===== config.mk =====
export PLATFORM = sky130hd
export DESIGN_NAME = telnet_option_parser
export DESIGN_NICKNAME = d
export VERILOG_FILES = /design/src/rtl/tnp_pkg.sv /design/src/rtl/tnp_in_reg.sv /design/src/rtl/tnp_fsm.sv /design/src/rtl/tnp_out_reg.sv /design/src/rtl/telnet_option_parser.sv
export SDC_FILE = /design/constraint.sdc
export NUM_CORES = 1
export LEC_CHECK = 0
export BUFFER_PORTS_ARGS = -buffer_cell sky130_fd_sc_hd__buf_2
export CAP_MARGIN = 30
export CORE_MARGIN = 4
export CORE_UTILIZATION = 30
export CTS_BUF_LIST = sky130_fd_sc_hd__clkbuf_16
export DETAILED_ROUTE_END_ITERATION = 16
export GPL_ROUTABILITY_DRIVEN = 0
export PLACE_DENSITY_LB_ADDON = 0.25
export SYNTH_ARGS = -nofsm -noshare
export SYNTH_HDL_FRONTEND = slang
export SYNTH_SLANG_ARGS = --single-unit

===== constraint.sdc =====
create_clock -name clk_i -period 5.8 [get_ports clk_i]
set_input_delay 0.29 -clock clk_i [delete_from_list [all_inputs] [get_ports clk_i]]
set_output_delay 0.29 -clock clk_i [all_outputs]
set_load 0.01 [all_outputs]

===== src/rtl/tnp_pkg.sv =====
// ----------------------------------------------------------------------------
// tnp_pkg: shared types and constants for the telnet option parser
// Telnet command codes, event kinds, parse phase encoding and the
// structs that carry a request and an event between the parser stages.
// ----------------------------------------------------------------------------
package tnp_pkg;

  // Telnet protocol codes
  localparam logic [7:0] CodeIac  = 8'd255;
  localparam logic [7:0] CodeSe   = 8'd240;
  localparam logic [7:0] CodeSb   = 8'd250;
  localparam logic [7:0] CodeWill = 8'd251;
  localparam logic [7:0] CodeWont = 8'd252;
  localparam logic [7:0] CodeDo   = 8'd253;
  localparam logic [7:0] CodeDont = 8'd254;
  localparam logic [7:0] OptNaws  = 8'd31;

  // Printable range
  localparam logic [7:0] PrintLo = 8'h21;
  localparam logic [7:0] PrintHi = 8'h7E;

  // Default subnegotiation body limit
  localparam int unsigned BodyLimitDefault = 256;

  // Number of window-size body bytes
  localparam int unsigned NawsBytes = 4;

  typedef enum logic [2:0] {
    EV_CHAR  = 3'd0,
    EV_CMD   = 3'd1,
    EV_WILL  = 3'd2,
    EV_WONT  = 3'd3,
    EV_WINSZ = 3'd4
  } ev_kind_e;

  typedef enum logic [7:0] {
    PH_IDLE      = 8'b0000_0001,
    PH_AFTER_IAC = 8'b0000_0010,
    PH_WILL      = 8'b0000_0100,
    PH_WONT      = 8'b0000_1000,
    PH_DO        = 8'b0001_0000,
    PH_DONT      = 8'b0010_0000,
    PH_SB_OPTION = 8'b0100_0000,
    PH_SB_BODY   = 8'b1000_0000
  } phase_e;

  // One registered request handed to the parser
  typedef struct packed {
    logic       fire;
    logic [7:0] rx_byte;
  } req_t;

  // One parser event
  typedef struct packed {
    ev_kind_e    kind;
    logic [7:0]  ev_byte;
    logic [15:0] width;
    logic [15:0] height;
  } event_t;

endpackage


===== src/rtl/tnp_in_reg.sv =====
// ----------------------------------------------------------------------------
// tnp_in_reg: input request register
// Holds one received byte; frees itself whenever the parser advances.
// ----------------------------------------------------------------------------
module tnp_in_reg (
  input  logic          clk_i,
  input  logic          rst_ni,
  input  logic          rx_valid_i,
  output logic          rx_ready_o,
  input  logic [7:0]    rx_byte_i,
  input  logic          out_free_i,
  output tnp_pkg::req_t req_o
);

  logic       valid_q, valid_d;
  logic [7:0] byte_q;
  logic       advance;

  assign advance    = valid_q & out_free_i;
  assign rx_ready_o = ~valid_q | advance;

  always_comb begin
    valid_d = valid_q;
    if (rx_ready_o) begin
      valid_d = rx_valid_i;
    end
  end

  always_ff @(posedge clk_i or negedge rst_ni) begin
    if (!rst_ni) begin
      valid_q <= 1'b0;
    end else begin
      valid_q <= valid_d;
    end
  end

  always_ff @(posedge clk_i) begin
    if (rx_ready_o && rx_valid_i) begin
      byte_q <= rx_byte_i;
    end
  end

  assign req_o.fire    = advance;
  assign req_o.rx_byte = byte_q;

endmodule


===== src/rtl/tnp_fsm.sv =====
// ----------------------------------------------------------------------------
// tnp_fsm: telnet command state machine
// Tracks the IAC phase, counts subnegotiation body bytes and builds the
// window-size event from the first four body bytes.
// ----------------------------------------------------------------------------
module tnp_fsm #(
  parameter int unsigned BodyLimit = tnp_pkg::BodyLimitDefault
) (
  input  logic            clk_i,
  input  logic            rst_ni,
  input  tnp_pkg::req_t   req_i,
  output logic            ev_valid_o,
  output tnp_pkg::event_t ev_o
);

  localparam int unsigned CntW = $clog2(BodyLimit + 1);

  tnp_pkg::phase_e phase_q, phase_d;
  logic [CntW-1:0] count_q, count_d;
  logic            iac_seen_q, iac_seen_d;
  logic            naws_q, naws_d;
  logic [7:0]      size_q [3];
  logic            size_we;
  logic [7:0]      c;

  assign c       = req_i.rx_byte;
  assign size_we = (phase_q == tnp_pkg::PH_SB_BODY) &&
                   (count_q < CntW'(BodyLimit)) && (count_q < CntW'(3));

  always_comb begin
    phase_d    = phase_q;
    count_d    = count_q;
    iac_seen_d = iac_seen_q;
    naws_d     = naws_q;
    ev_valid_o = 1'b0;
    ev_o       = '0;
    ev_o.ev_byte = c;

    unique case (phase_q)
      tnp_pkg::PH_IDLE: begin
        if (c == tnp_pkg::CodeIac) begin
          phase_d = tnp_pkg::PH_AFTER_IAC;
        end else if (c >= tnp_pkg::PrintLo && c <= tnp_pkg::PrintHi) begin
          ev_valid_o = 1'b1;
          ev_o.kind  = tnp_pkg::EV_CHAR;
        end
      end
      tnp_pkg::PH_AFTER_IAC: begin
        ev_valid_o = 1'b1;
        ev_o.kind  = tnp_pkg::EV_CMD;
        case (c)
          tnp_pkg::CodeWill: phase_d = tnp_pkg::PH_WILL;
          tnp_pkg::CodeWont: phase_d = tnp_pkg::PH_WONT;
          tnp_pkg::CodeDo:   phase_d = tnp_pkg::PH_DO;
          tnp_pkg::CodeDont: phase_d = tnp_pkg::PH_DONT;
          tnp_pkg::CodeSb:   phase_d = tnp_pkg::PH_SB_OPTION;
          default:           phase_d = tnp_pkg::PH_IDLE;
        endcase
      end
      tnp_pkg::PH_WILL: begin
        phase_d    = tnp_pkg::PH_IDLE;
        ev_valid_o = 1'b1;
        ev_o.kind  = tnp_pkg::EV_WILL;
      end
      tnp_pkg::PH_WONT: begin
        phase_d    = tnp_pkg::PH_IDLE;
        ev_valid_o = 1'b1;
        ev_o.kind  = tnp_pkg::EV_WONT;
      end
      tnp_pkg::PH_SB_OPTION: begin
        phase_d    = tnp_pkg::PH_SB_BODY;
        count_d    = '0;
        iac_seen_d = 1'b0;
        naws_d     = (c == tnp_pkg::OptNaws);
      end
      tnp_pkg::PH_SB_BODY: begin
        if (count_q >= CntW'(BodyLimit)) begin
          // body overflow: drop the byte
          phase_d = tnp_pkg::PH_IDLE;
        end else begin
          count_d = count_q + CntW'(1);
          if (!iac_seen_q) begin
            iac_seen_d = (c == tnp_pkg::CodeIac);
          end else if (c == tnp_pkg::CodeSe) begin
            phase_d = tnp_pkg::PH_IDLE;
          end else begin
            iac_seen_d = 1'b0;
          end
          if (naws_q && count_q == CntW'(tnp_pkg::NawsBytes - 1)) begin
            naws_d       = 1'b0;
            ev_valid_o   = 1'b1;
            ev_o.kind    = tnp_pkg::EV_WINSZ;
            ev_o.ev_byte = '0;
            ev_o.width   = {size_q[0], size_q[1]};
            ev_o.height  = {size_q[2], c};
          end
        end
      end
      // DO / DONT option bytes are swallowed
      default: begin
        phase_d = tnp_pkg::PH_IDLE;
      end
    endcase

    if (!req_i.fire) begin
      ev_valid_o = 1'b0;
    end
  end

  always_ff @(posedge clk_i or negedge rst_ni) begin
    if (!rst_ni) begin
      phase_q    <= tnp_pkg::PH_IDLE;
      count_q    <= '0;
      iac_seen_q <= 1'b0;
      naws_q     <= 1'b0;
    end else if (req_i.fire) begin
      phase_q    <= phase_d;
      count_q    <= count_d;
      iac_seen_q <= iac_seen_d;
      naws_q     <= naws_d;
    end
  end

  // first three body bytes; the fourth is taken straight from the request
  always_ff @(posedge clk_i) begin
    if (req_i.fire && size_we) begin
      size_q[count_q[1:0]] <= c;
    end
  end

endmodule


===== src/rtl/tnp_out_reg.sv =====
// ----------------------------------------------------------------------------
// tnp_out_reg: result register
// Holds one event until the consumer takes it.
// ----------------------------------------------------------------------------
module tnp_out_reg (
  input  logic            clk_i,
  input  logic            rst_ni,
  input  logic            load_i,
  input  logic            ev_valid_i,
  input  tnp_pkg::event_t ev_i,
  output logic            free_o,
  output logic            event_valid_o,
  input  logic            event_ready_i,
  output tnp_pkg::event_t ev_o
);

  logic            valid_q, valid_d;
  tnp_pkg::event_t ev_q;

  assign free_o = ~valid_q | event_ready_i;

  always_comb begin
    valid_d = valid_q;
    if (load_i) begin
      valid_d = ev_valid_i;
    end else if (event_ready_i) begin
      valid_d = 1'b0;
    end
  end

  always_ff @(posedge clk_i or negedge rst_ni) begin
    if (!rst_ni) begin
      valid_q <= 1'b0;
    end else begin
      valid_q <= valid_d;
    end
  end

  always_ff @(posedge clk_i) begin
    if (load_i && ev_valid_i) begin
      ev_q <= ev_i;
    end
  end

  assign event_valid_o = valid_q;
  assign ev_o          = ev_q;

endmodule


===== src/rtl/telnet_option_parser.sv =====
// ----------------------------------------------------------------------------
// telnet_option_parser: telnet IAC option parser with window-size decode
// Parses a received telnet byte stream and reports characters, commands,
// WILL/WONT options and the window size from a NAWS subnegotiation.
// ----------------------------------------------------------------------------
//
//  channel | direction | handshake                   | payload
//  --------+-----------+-----------------------------+--------------------------
//  rx      | in        | rx_valid_i / rx_ready_o     | rx_byte_i
//  event   | out       | event_valid_o / event_ready_i | event_kind_o, event_byte_o,
//          |           |                             | window_width_o, window_height_o
//
//  Cycles: one byte per cycle sustained while events are taken. A byte is
//  registered on accept and parsed once the result register is free; its
//  event (if any) is loaded into the result register as the parse step ends.
//  The parse step is a single pass through the phase decode and body counter.
//  Stalls: rx_ready_o stays high while the result register is free or being
//  drained; a held event stalls the parse stage, which then fills the input
//  register and deasserts rx_ready_o.
//  Reset: asynchronous, active low; the parser returns to idle with an empty
//  pipeline. No clearing pass is needed.
//
module telnet_option_parser #(
  parameter int unsigned BodyLimit = tnp_pkg::BodyLimitDefault
) (
  input  logic        clk_i,
  input  logic        rst_ni,
  input  logic        rx_valid_i,
  output logic        rx_ready_o,
  input  logic [7:0]  rx_byte_i,
  output logic        event_valid_o,
  input  logic        event_ready_i,
  output logic [2:0]  event_kind_o,
  output logic [7:0]  event_byte_o,
  output logic [15:0] window_width_o,
  output logic [15:0] window_height_o
);

  tnp_pkg::req_t   req;
  tnp_pkg::event_t ev_parse;
  tnp_pkg::event_t ev_out;
  logic            ev_parse_valid;
  logic            out_free;

  // input register: one byte request
  tnp_in_reg u_in (
    .clk_i      (clk_i),
    .rst_ni     (rst_ni),
    .rx_valid_i (rx_valid_i),
    .rx_ready_o (rx_ready_o),
    .rx_byte_i  (rx_byte_i),
    .out_free_i (out_free),
    .req_o      (req)
  );

  // phase tracking, body counting and window-size assembly
  tnp_fsm #(
    .BodyLimit (BodyLimit)
  ) u_fsm (
    .clk_i      (clk_i),
    .rst_ni     (rst_ni),
    .req_i      (req),
    .ev_valid_o (ev_parse_valid),
    .ev_o       (ev_parse)
  );

  // result register; loads on every parse step, valid only when an event
  tnp_out_reg u_out (
    .clk_i         (clk_i),
    .rst_ni        (rst_ni),
    .load_i        (req.fire),
    .ev_valid_i    (ev_parse_valid),
    .ev_i          (ev_parse),
    .free_o        (out_free),
    .event_valid_o (event_valid_o),
    .event_ready_i (event_ready_i),
    .ev_o          (ev_out)
  );

  assign event_kind_o    = ev_out.kind;
  assign event_byte_o    = ev_out.ev_byte;
  assign window_width_o  = ev_out.width;
  assign window_height_o = ev_out.height;

endmodule


# Yosys cells after proc, flatten, opt, wreduce, memory -nomap -nowiden
# Memories as Yosys holds them, arrays and structs flattened.
# Index checks and enable logic that the tools add are counted.
# op_classes
bitwise	7
n_reduce_logical	14
n_lt_le_gt_ge	5
add_sub_neg	1
muxes	29
n_eq_ne	20
# ops
cell	n
43-bit two-way mux	2
8-bit == test (second input constant)	8
40-bit two-way mux	1
7-bit case mux with 5 select lines	1
8-bit two-way mux	4
8-bit case mux with 4 select lines	1
9-bit case mux with 2 select lines	1
1-bit two-way mux	14
3-bit case mux with 4 select lines	1
9-bit by 1-bit adder with 9-bit output (second input constant)	1
9-bit by 2-bit == test with 1-bit output (second input constant)	1
9-bit greater-or-equal comparator (second input constant)	1
9-bit by 2-bit < comparator with 1-bit output (second input constant)	1
9-bit < comparator (second input constant)	1
9-bit two-way mux	1
8-bit by 1-bit == test with 1-bit output (second input constant)	1
8-bit by 2-bit == test with 1-bit output (second input constant)	1
8-bit by 3-bit == test with 1-bit output (second input constant)	1
8-bit by 4-bit == test with 1-bit output (second input constant)	1
8-bit by 5-bit == test with 1-bit output (second input constant)	1
8-bit by 7-bit == test with 1-bit output (second input constant)	1
8-bit by 6-bit greater-or-equal comparator with 1-bit output (second input constant)	1
8-bit by 7-bit <= comparator with 1-bit output (second input constant)	1
4-bit AND reduction	2
13 further kinds	27
# word_totals
out_inout_bits	45
input_bits	12
ff_bits	72
memories	1
ramBits	24
word_cells	88
# memory_table
memory	words	word_bits	rd	rd_ports_with_merged_regs	write_ports	line	text
u_fsm.size_q	3	8	3	0	1	tnp_fsm.sv:22	logic [7:0] size_q [3];

# Logic depth before layout (Yosys ltp)
# Gate-level depths: netlist of run 1.
# logic_depth
ltp_word	7
mapped_depth	6
mapped_depth_nobuf	6

# By module
# Synthesis of run 1 repeated with hierarchy kept, for this count alone.
# hier_totals
cells_unflattened	271
area_unflattened_um2	3891.2
# by_module_without_submodules
module	seq_area_each_um2	cells_per_inst	instances	area_each_um2
tnp_fsm	1197.4	210	1	2237.1
tnp_out_reg	1316.3	47	1	1346.3
tnp_in_reg	265.3	14	1	307.8

# Worst setup path after synthesis of run 1
# Ideal clock, no wire load.
# synth_timing
kind	register to register
from	reg u_fsm.phase_q[6]
to	reg u_out.ev_q, in the netlist u_out.ev_o[0] (enable)
n_path_buf	0
stages_incl_launch_ff	6
setup_ps	444
setup_slack_ps	2210
period_less_slack_ps	3590
t_required_ps	5356
t_arrival_ps	3147
cell_sequence	dfrtp_1 > nor4_1 > nand4b_1 > nor4_1 > nor3_1 > nor2_1
# synth_between
elab_chain_len	5
word_cells_on_any_way	9
classes_between	eq/ne (5); mux (2); reduce/logical (2)
# synth_lines
item	line	text
start: declaration	tnp_fsm.sv:18	tnp_pkg::phase_e phase_q, phase_d;
start signal: assignment	tnp_fsm.sv:112	phase_q <= tnp_pkg::PH_IDLE;
start signal: assignment	tnp_fsm.sv:117	phase_q <= phase_d;
8-bit by 2-bit == test with 1-bit output (tied with other cells)	tnp_fsm.sv:39	unique case (phase_q)
3-bit OR reduction (no source line)	-	
1-bit case mux with 3 select lines (*)	tnp_fsm.sv:39	
1-bit two-way mux (*)	tnp_fsm.sv:105	if (!req_i.fire) begin
1-bit logical AND (*)	tnp_out_reg.sv:40	if (load_i && ev_valid_i) begin
end signal: assignment	tnp_out_reg.sv:41	ev_q <= ev_i;
end: declaration	tnp_out_reg.sv:18	tnp_pkg::event_t ev_q;
# Every way passes the cells marked *; elsewhere a longest branch is shown, timed or not.
# A chain may end at the register's enable or synchronous reset.

# Worst setup path after layout of run 1
# layout_timing
from	reg u_fsm.phase_q[1]
to	reg u_out.ev_q, in the netlist u_out.ev_o[21] (enable)
# Same word-level chain as after synthesis.

==> results of run 1 <==
## critical path, cell delays in order (launching register included)
cell and delay [ps]:
dfrtp_1 450, nor4_4 440, nand2_1 170, nor2_2 130
buf_4 310, nor3_1 160, nor2_4 540, buf_16 250
## layer usage
| metal | up-vias | wire length, um |
|---|---|---|
| met3 | 14 | 438 |
| li1 | 1138 | - |
| met5 | - | 0 |
| met4 | 0 | 176 |
| met1 | 1073 | 3550 |
| met2 | 64 | 3270 |
## flip-flops by register name, summed over array words and instances, names as in the netlist
register and cells:
u_fsm.phase_q 8, u_fsm.count_q 9, u_fsm.size_q 24, u_in.byte_q 8
u_in.valid_q 1, u_fsm.iac_seen_q 1, u_fsm.naws_q 1, u_out.event_valid_o 1
u_out.ev_o 43
## per-stage QoR
step | cells | hold slack, ps | utilization, % | setup slack (ps) | total power, W
6_report | 514 | 126 | 37.1 | 3060 | 0.00168
5_1_grt | 514 | 109 | 37.1 | 2870 | 0.00175
3_5_place_dp | 498 | 284 | 34.7 | 3030 | 0.00111
3_3_place_gp | 497 | 287 | 34.5 | 2850 | 0.00110
4_1_cts | 514 | 109 | 37.1 | 3030 | 0.00170
2_1_floorplan | 275 | -5.59 | - | 2210 | 0.00101
## layout by cell type (no fill, tap or decap), types with 2 or more instances in the layout
master     Yosys  final
edfxtp_1      75     75
buf_2          1     56
and2_1        37     37
dfrtp_1       20     20
nand2_1       17     17
o21ai_0       14     14
nor2_1        14     12
nand2b_1      10     10
clkbuf_16      0      9
nor2b_1        8      8
and3_1         7      7
inv_1          5      5
nand3_1        5      5
o41ai_1        5      5
a21oi_1        4      4
o21ai_1        4      4
ha_1           4      4
nor4_1         3      3
nand4_1        3      3
nand4b_1       3      3
nor3_1         3      3
o31ai_1        3      3
xor2_1         2      2
or2_0          2      2
nand3b_1       2      2
clkinv_2       0      2
## power breakdown
part / total, W / internal, W / switching (W)
clock: 0.000581 / 0.000335 / 0.000246
combinational: 0.000231 / 0.0000878 / 0.000143
sequential: 0.000865 / 0.000823 / 0.0000424
## cell families after synthesis
| kind of cell | count (synthesis) |
|---|---|
| adder cells (fa/ha/maj) | 4 |
| AND/OR/NAND/NOR | 122 |
| AO/OA/AOI/OAI | 38 |
| buffers and inverters | 12 |
| flip-flops | 96 |
| multiplexers | 1 |
| XOR/XNOR | 2 |
## cell type report
type	instances	area, um2	area share [%]
Timing Repair Buffer	59	325	6.92
Clock buffer	9	225	4.79
Inverter	5	18.8	0.399
Clock inverter	6	68.8	1.46
Multi-Input combinational cell	167	1070	22.8
Tap cell	172	215	4.58
Sequential cell	96	2780	59.1
## worst min path at each step
stage,from,end,depth (start not counted)
finish,rx_byte_i[2],u_in.byte_q[2]$_DFFE_PP_,1
global route,rx_byte_i[7],u_in.byte_q[7]$_DFFE_PP_,1
CTS,rx_byte_i[2],u_in.byte_q[2]$_DFFE_PP_,1
detailed placement,rst_ni,u_out.event_valid_o$_DFFE_PN0P_,1
global placement,rst_ni,u_fsm.phase_q[4]$_DFFE_PN0P_,1
floorplan,rst_ni,u_fsm.count_q[0]$_DFFE_PN0P_,0
==> qor.yml, run 1 <==
synth_fa_ha_area_share_pct: 1.29
synth_compound_area_share_pct: 6.69
drc: 0
leakagePower_nw: 1.78
htree_levels: 3
post-route-period-util_pct: 47.3
wire_per_inst_um: 14.5
synth_mux_area_share_pct: 0.289
synth_most_common_cell: "edfxtp_1"
busiest_layer: "met2"
nNetsFinal: 354
cts.clk_slew.worst_paths_ps: 60
fin_crit_ps: 2740
powerDensity_nw_per_um2: 357
root_buffer: "clkbuf_16"
grt_start_max_net_pins: 42
synth-simple-area-share_pct: 18.5
skew_ps: 7.27
synth_top_area_cell: "edfxtp_1"
reg2reg_slack_ps: 3060
synth_top_area_share_pct: 57.9
ant_nets: 0
synth_xor_area_share_pct: 0.450
clock-sinks: 96
finalSetupTns_ps: 0
status: "finished, final reports clean"
cp_data_arrival_time_ps: 2790
groute.layer.met3.usage_pct: 2.92
core_um2: 12700
fin_area_um2: 4700
grt_overflow_total: 0
place_area_um2: 4400
cts_tree: "done"
drive_above_1_share_pct: 24.9
cts_hold_buf: 1
grt.met1_usage_pct: 14.9
die_h_um: 122
synth.avg_cell_area_um2: 14.2
rr_startpoint: "u_fsm.phase_q[1]$_DFFE_PN0P_"
post_cts_buffers: 0
clock_latency_ps: 340
end_kind: "register"
hpwl_mm: 5.24
diodes: 0
max_slew.worst_pin.slew_ps: 681
initial_core_util_pct: 30.7
netlist_area_um2: 3890
synthCells: 275
viasPerCell: 4.45
setup_viol: 0
rr_worst_depth: 7
worstSetupEndpoint: "u_out.ev_o[21]$_SDFFCE_PP0P_"
yosys-top-cells-area: "edfxtp_1, dfrtp_1, and2_1, o21ai_0, nand2_1"
ios: 57
max-clock-path-buffers: 2
ys_ff_latch: 96
hold_violations: 0
area_delta_synth_final_pct: 20.8
die_area_um2: 14900
drv_slew: 0
die_w_um: 122
hold_path.class: "in2reg"
crit_required_ps: 5850
crit_start: "u_fsm.phase_q[1]$_DFFE_PN0P_"
fillers: 1244
relSlewSlack_pct: 54.6
num_vias: 2289
grt_setup_unrepaired: "no"
ys.flop_type: "edfxtp_1"
first_global_vias: 2226
grt_usage_pct: 10.7
timing.fmax_mhz: 365
startpoint_type: "register"
cts-resized-gates: 0
ir_drop_mv: 0.144
wl_mm: 7.44
crit_fanout: 41
rows: 41
async_reset_ff_share_pct: 21.9
yosysSeqAreaShare_pct: 71.4
r2r_end: "u_out.ev_o[21]$_SDFFCE_PP0P_"
synth_top_family_by_area: "simple AND/OR/NAND/NOR gates"
drtPass1Iterations: 4
grtUsageMet2_pct: 15.6
synthTopCellsByCount: "edfxtp_1, and2_1, dfrtp_1, nand2_1"
netlist-cell-type-count: 44
path_class: "reg2reg"
drv_cap: 0
place.port_buffers: 56
synth_edf_count: 75
synth_fp_nets: 291
grt_pass1_wl_mm: 11.8
numCtsBuffers: 9
drt_first_iter_violations: 123
antenna_found_initial: 0
ys_warn_count: 0
Note: power is estimated with default switching activity, not from simulation.
==> run 2, diff against run 1 <==
==> constraint.sdc (replaced) <==
create_clock -name clk_i -period 2.55 [get_ports clk_i]
set_input_delay 0.1275 -clock clk_i [delete_from_list [all_inputs] [get_ports clk_i]]
set_output_delay 0.1275 -clock clk_i [all_outputs]
set_load 0.01 [all_outputs]
==> qor.yml, run 2 (synthesis results as in run 1) <==
drv_slew: 0  # unchanged
grt_overflow_total: 0  # unchanged
wl_mm: 8.47  # +14%
hold_path.class: "in2reg"
antenna_found_initial: 0  # unchanged
max-clock-path-buffers: 2  # unchanged
status: "finished, final reports clean"
cp_top_family: "simple AND/OR/NAND/NOR gates"
drtPass1Iterations: 4  # unchanged
area_delta_synth_final_pct: 30.0
grt_usage_pct: 12.3  # +1.5 points
holdCritStartpoint: "event_ready_i"
crit_required_ps: 2590  # -3260 ps
hpwl_mm: 6.01  # +15%
diodes: 0  # unchanged
nNetsFinal: 403  # +14%
grt_setup_unrepaired: "no"
rr_startpoint: "u_fsm.phase_q[5]$_DFFE_PN0P_"
layout.cells.most_common: "edfxtp_1"
ios: 57  # unchanged
drive_above_1_share_pct: 31.9  # +7.0 points
grt_pass1_wl_mm: 13.7  # +16%
core_um2: 12700  # unchanged
crit_fanout: 8  # -80%
post-route-period-util_pct: 92.7  # +45 points
fin_crit_ps: 2360  # -379 ps
ant_nets: 0  # unchanged
critPathMaxStageDelay_ps: 380  # -160 ps
startpoint_type: "register"
leakagePower_nw: 2.02  # +14%
die_h_um: 122  # unchanged
setup_viol: 0  # unchanged
path_class: "reg2reg"
ir_drop_mv: 0.330  # +130%
cp_cell_sequence: "buf_4, nor4_4, buf_4, buf_4, nand4_2, or2_0, a211oi_2, and2_2"
largest_reg_flops: 43  # unchanged
first_global_vias: 2594  # +17%
htree_levels: 3  # unchanged
cts_tree: "done"
rows: 41  # unchanged
cp_data_arrival_time_ps: 2400  # -390 ps
die_area_um2: 14900  # unchanged
wire_per_inst_um: 15.0  # +3.7%
drc: 0  # unchanged
cts.clk_slew.worst_paths_ps: 60  # about the same
timing.fmax_mhz: 423  # +16%
powerDensity_nw_per_um2: 754  # +110%
crit_top_cell: "buf_4"
hold_violations: 0  # unchanged
drv_cap: 0  # unchanged
place.port_buffers: 56  # unchanged
fillers: 1218  # -2.1%
die_w_um: 122  # unchanged
fin_hold_ws_ps: 111  # -14.5 ps
post-route-util_pct: 39.9  # +2.8 points
slowest_stage: "dfrtp_1"
skew_ps: 7.92  # +0.650 ps
viasPerCell: 4.48  # +0.69%
num_vias: 2529  # +10%
drt_first_iter_violations: 118  # -4.1%
max_slew.worst_pin.slew_ps: 699  # +18.6 ps
clock_latency_ps: 340  # about the same
end_kind: "register"
numCtsBuffers: 9  # unchanged
initial_core_util_pct: 30.7  # unchanged
crit_start: "u_fsm.phase_q[5]$_DFFE_PN0P_"
root_buffer: "clkbuf_16"
clock-sinks: 96  # unchanged
reg2reg_slack_ps: 190  # -2870 ps
relSlewSlack_pct: 53.4  # -1.2 points
grt_start_max_net_pins: 41  # -2.4%
mostFrequentLayoutCells: "edfxtp_1, buf_2, buf_4, and2_1, dfrtp_1"
cp_num_buf_inv: 3  # +1
==> run 2: cell count changes in the layout (fill, tap and decap cells not counted), sizes merged <==
cell and delta:
clkinv -2, clkinvlp +1, buf +40, dlygate4sd3 +9
bufinv -1, inv +3
==> run 2: worst paths after layout <==
path,to,depth (start not counted)
max,u_fsm.size_q[1][1]$_DFFE_PP_,8
min,u_in.valid_q$_DFFE_PN0N_,3
max reg2reg,u_fsm.size_q[1][1]$_DFFE_PP_,8
min reg2reg,u_fsm.iac_seen_q$_DFFE_PN0P_,1
max in group asynchronous,u_fsm.phase_q[0]$_DFFE_PN1P_,2
min in group asynchronous,u_fsm.phase_q[2]$_DFFE_PN0P_,2
==> run 2: what timing repair did <==
| action | 4_1_cts | 5_1_grt |
|---|---|---|
| resized for setup | 0 | 3 |
| hold buffers | 10 | 0 |
| hold endpoints to repair | 29 | 0 |
| setup endpoints to repair | 0 | 52 |
| buffers inserted | 0 | 4 |
==> run 2: where the power goes <==
group | total, W | switching, W | internal, W
sequential | 0.00193 | 0.0000683 | 0.00186
clock | 0.00122 | 0.000566 | 0.000654
combinational | 0.000668 | 0.000372 | 0.000296
==> run 2: cell type report <==
class	instances	area (um2)	share of cell area, %
tap	172	215	4.25
timing repair buffer	108	708	14.0
clock inverter	7	40.0	0.791
clock buffer	9	225	4.45
multi-input combinational	167	1070	21.2
sequential	96	2780	54.9
inverter	5	18.8	0.371
==> run 2: worst reg2reg max path, stage by stage, from the launching register on <==
cell	delay, ps
dfrtp_1	380
buf_4	150
nor4_4	310
buf_4	180
buf_4	110
nand4_2	120
or2_0	270
a211oi_2	230
and2_2	320
==> run 2: through the flow <==
step | total power, W | instance area, um2 | setup WS (ps) | TNS (ps) | instances
after floorplan | 0.00229 | 3900 | 129 | 0 | 275
after global placement | 0.00258 | 4640 | -148 | -6260 | 533
after detailed placement | 0.00261 | 4660 | 23.1 | 0 | 534
after CTS | 0.00384 | 5030 | 15.0 | 0 | 560
after global routing | 0.00400 | 5060 | 22.7 | 0 | 564
final | 0.00382 | 5060 | 187 | 0 | 564
==> run 2: routing by layer <==
metal | routed length (um) | track usage [%] | up-vias
li1 | - | - | 1236
met1 | 4070 | 16.7 | 1218
met2 | 3790 | 18.5 | 65
met3 | 496 | 4.18 | 10
met4 | 112 | 3.92 | 0
met5 | 0 | 0 | -
==> run 3, diff against run 2 <==
--- a/config.mk
+++ b/config.mk
@@ -9,7 +9,6 @@
 export CAP_MARGIN = 30
 export CORE_MARGIN = 4
 export CORE_UTILIZATION = 30
-export CTS_BUF_LIST = sky130_fd_sc_hd__clkbuf_16
 export DETAILED_ROUTE_END_ITERATION = 16
 export GPL_ROUTABILITY_DRIVEN = 0
 export PLACE_DENSITY_LB_ADDON = 0.25
==> qor.yml, run 3 (synthesis results as in run 1) <==
powerDensity_nw_per_um2: 756  # +0.28%
timing.fmax_mhz: 422  # -0.24%
layout.cells.most_common: "edfxtp_1"
cts_tree: "done"
initial_core_util_pct: 30.7  # unchanged
max_slew.worst_pin.slew_ps: 717  # +17.6 ps
drtPass1Iterations: 4  # unchanged
root_buffer: "clkbuf_16"
skew_ps: 5.85  # -2.07 ps
hpwl_mm: 6.01  # unchanged
post-route-period-util_pct: 92.9  # +0.22 points
ir_drop_mv: 0.330  # about the same
grt_usage_pct: 12.3  # about the same
finalSetupTns_ps: 0  # unchanged
first_global_vias: 2604  # +0.39%
drv_cap: 0  # unchanged
fin_crit_ps: 2370  # +5.65 ps
drc: 0  # unchanged
ant_nets: 0  # unchanged
viasPerCell: 4.50  # +0.43%
nNetsFinal: 403  # unchanged
fin_ws_ps: 181  # -5.65 ps
place.port_buffers: 56  # unchanged
cts.clk_slew.worst_paths_ps: 60  # about the same
drt_first_iter_violations: 118  # unchanged
grt_setup_unrepaired: "no"
die_area_um2: 14900  # unchanged
grt_pass1_wl_mm: 13.7  # -0.10%
clock_latency_ps: 350  # about the same
pre_cts_ws_ps: 23.1  # unchanged
diodes: 0  # unchanged
crit_required_ps: 2590  # about the same
clock-sinks: 96  # unchanged
drive_above_1_share_pct: 31.9  # unchanged
die_h_um: 122  # unchanged
leakagePower_nw: 2.01  # -0.61%
die_w_um: 122  # unchanged
wire_per_inst_um: 15.0  # about the same
end_kind: "register"
largest_reg_flops: 43  # unchanged
startpoint_type: "register"
hold_path.class: "in2reg"
core_um2: 12700  # unchanged
relSlewSlack_pct: 52.2  # -1.2 points
finalPower_w: 0.00383  # +0.28%
fillers: 1218  # unchanged
rows: 41  # unchanged
drv_slew: 0  # unchanged
grt_start_max_net_pins: 41  # unchanged
wl_mm: 8.47  # about the same
htree_levels: 3  # unchanged
cp_data_arrival_time_ps: 2410  # about the same
hold_violations: 0  # unchanged
multi_input_area_um2: 1070  # unchanged
area_delta_synth_final_pct: 30.0  # unchanged
ios: 57  # unchanged
setup_viol: 0  # unchanged
mostFrequentLayoutCells: "edfxtp_1, buf_2, buf_4, and2_1, dfrtp_1"
grt_overflow_total: 0  # unchanged
seq_area_um2: 2780  # unchanged
antenna_found_initial: 0  # unchanged
crit_fanout: 8  # unchanged
numCtsBuffers: 9  # unchanged
num_vias: 2540  # +0.43%
status: "finished, final reports clean"
path_class: "reg2reg"
max-clock-path-buffers: 2  # unchanged
## run 3: power by group
group	total, W	internal [W]	switching (W)
sequential	0.00193	0.00186	0.0000682
clock	0.00123	0.000666	0.000563
combinational	0.000670	0.000296	0.000374
## run 3: path summary, 6_finish.rpt
| kind | cells after the start | slack [ps] | end | startpoint |
|---|---|---|---|---|
| setup / recovery | 8 | 180 | u_fsm.size_q[1][1]$_DFFE_PP_ | u_fsm.phase_q[5]$_DFFE_PN0P_ |
| hold / removal | 3 | 110 | u_in.valid_q$_DFFE_PN0N_ | event_ready_i |
| setup reg to reg | 8 | 180 | u_fsm.size_q[1][1]$_DFFE_PP_ | u_fsm.phase_q[5]$_DFFE_PN0P_ |
| hold reg to reg | 1 | 470 | u_fsm.iac_seen_q$_DFFE_PN0P_ | u_fsm.iac_seen_q$_DFFE_PN0P_ |
| max in group asynchronous | 2 | 1910 | u_fsm.phase_q[0]$_DFFE_PN1P_ | rst_ni |
| min in group asynchronous | 2 | 280 | u_fsm.phase_q[2]$_DFFE_PN0P_ | rst_ni |
## run 3: cell type report
| class | count | share of cell area (%) |
|---|---|---|
| sequential | 96 | 54.9 |
| multi-input combinational | 167 | 21.2 |
| timing repair buffer | 108 | 14.0 |
| clock buffer | 12 | 4.67 |
| tap | 172 | 4.25 |
| clock inverter | 4 | 0.569 |
| inverter | 5 | 0.371 |
## run 3: timing repair
| item | 4_1_cts | 5_1_grt |
|---|---|---|
| gates resized for setup | 0 | 3 |
| hold endpoints to repair | 29 | 0 |
| endpoints found under the setup margin | 0 | 52 |
| setup buffers | 0 | 4 |
| hold buffers | 10 | 0 |
## run 3: layer usage
layer / vias up / GRT usage (%) / share of wire (%)
met1: 1231 / 16.7 / 47
met2: 64 / 18.5 / 45
met5: - / 0 / 0
met4: 0 / 3.92 / 1.1
li1: 1235 / - / -
met3: 10 / 4.18 / 6.1
## run 3: stage by stage
step           util (%)  area, um2  std cells  hold slack [ps]
2_1_floorplan         -       3900        275             -168
3_3_place_gp       36.6       4640        533              124
3_5_place_dp       36.8       4660        534              131
4_1_cts            39.7       5030        560              116
5_1_grt            39.9       5060        564              146
6_report           39.9       5060        564              111
## run 3: worst max-delay path, stage by stage, from the launching register on
cell,delay [ps]
dfrtp_1,380
buf_4,150
nor4_4,310
buf_4,180
buf_4,110
nand4_2,120
or2_0,270
a211oi_2,230
and2_2,320
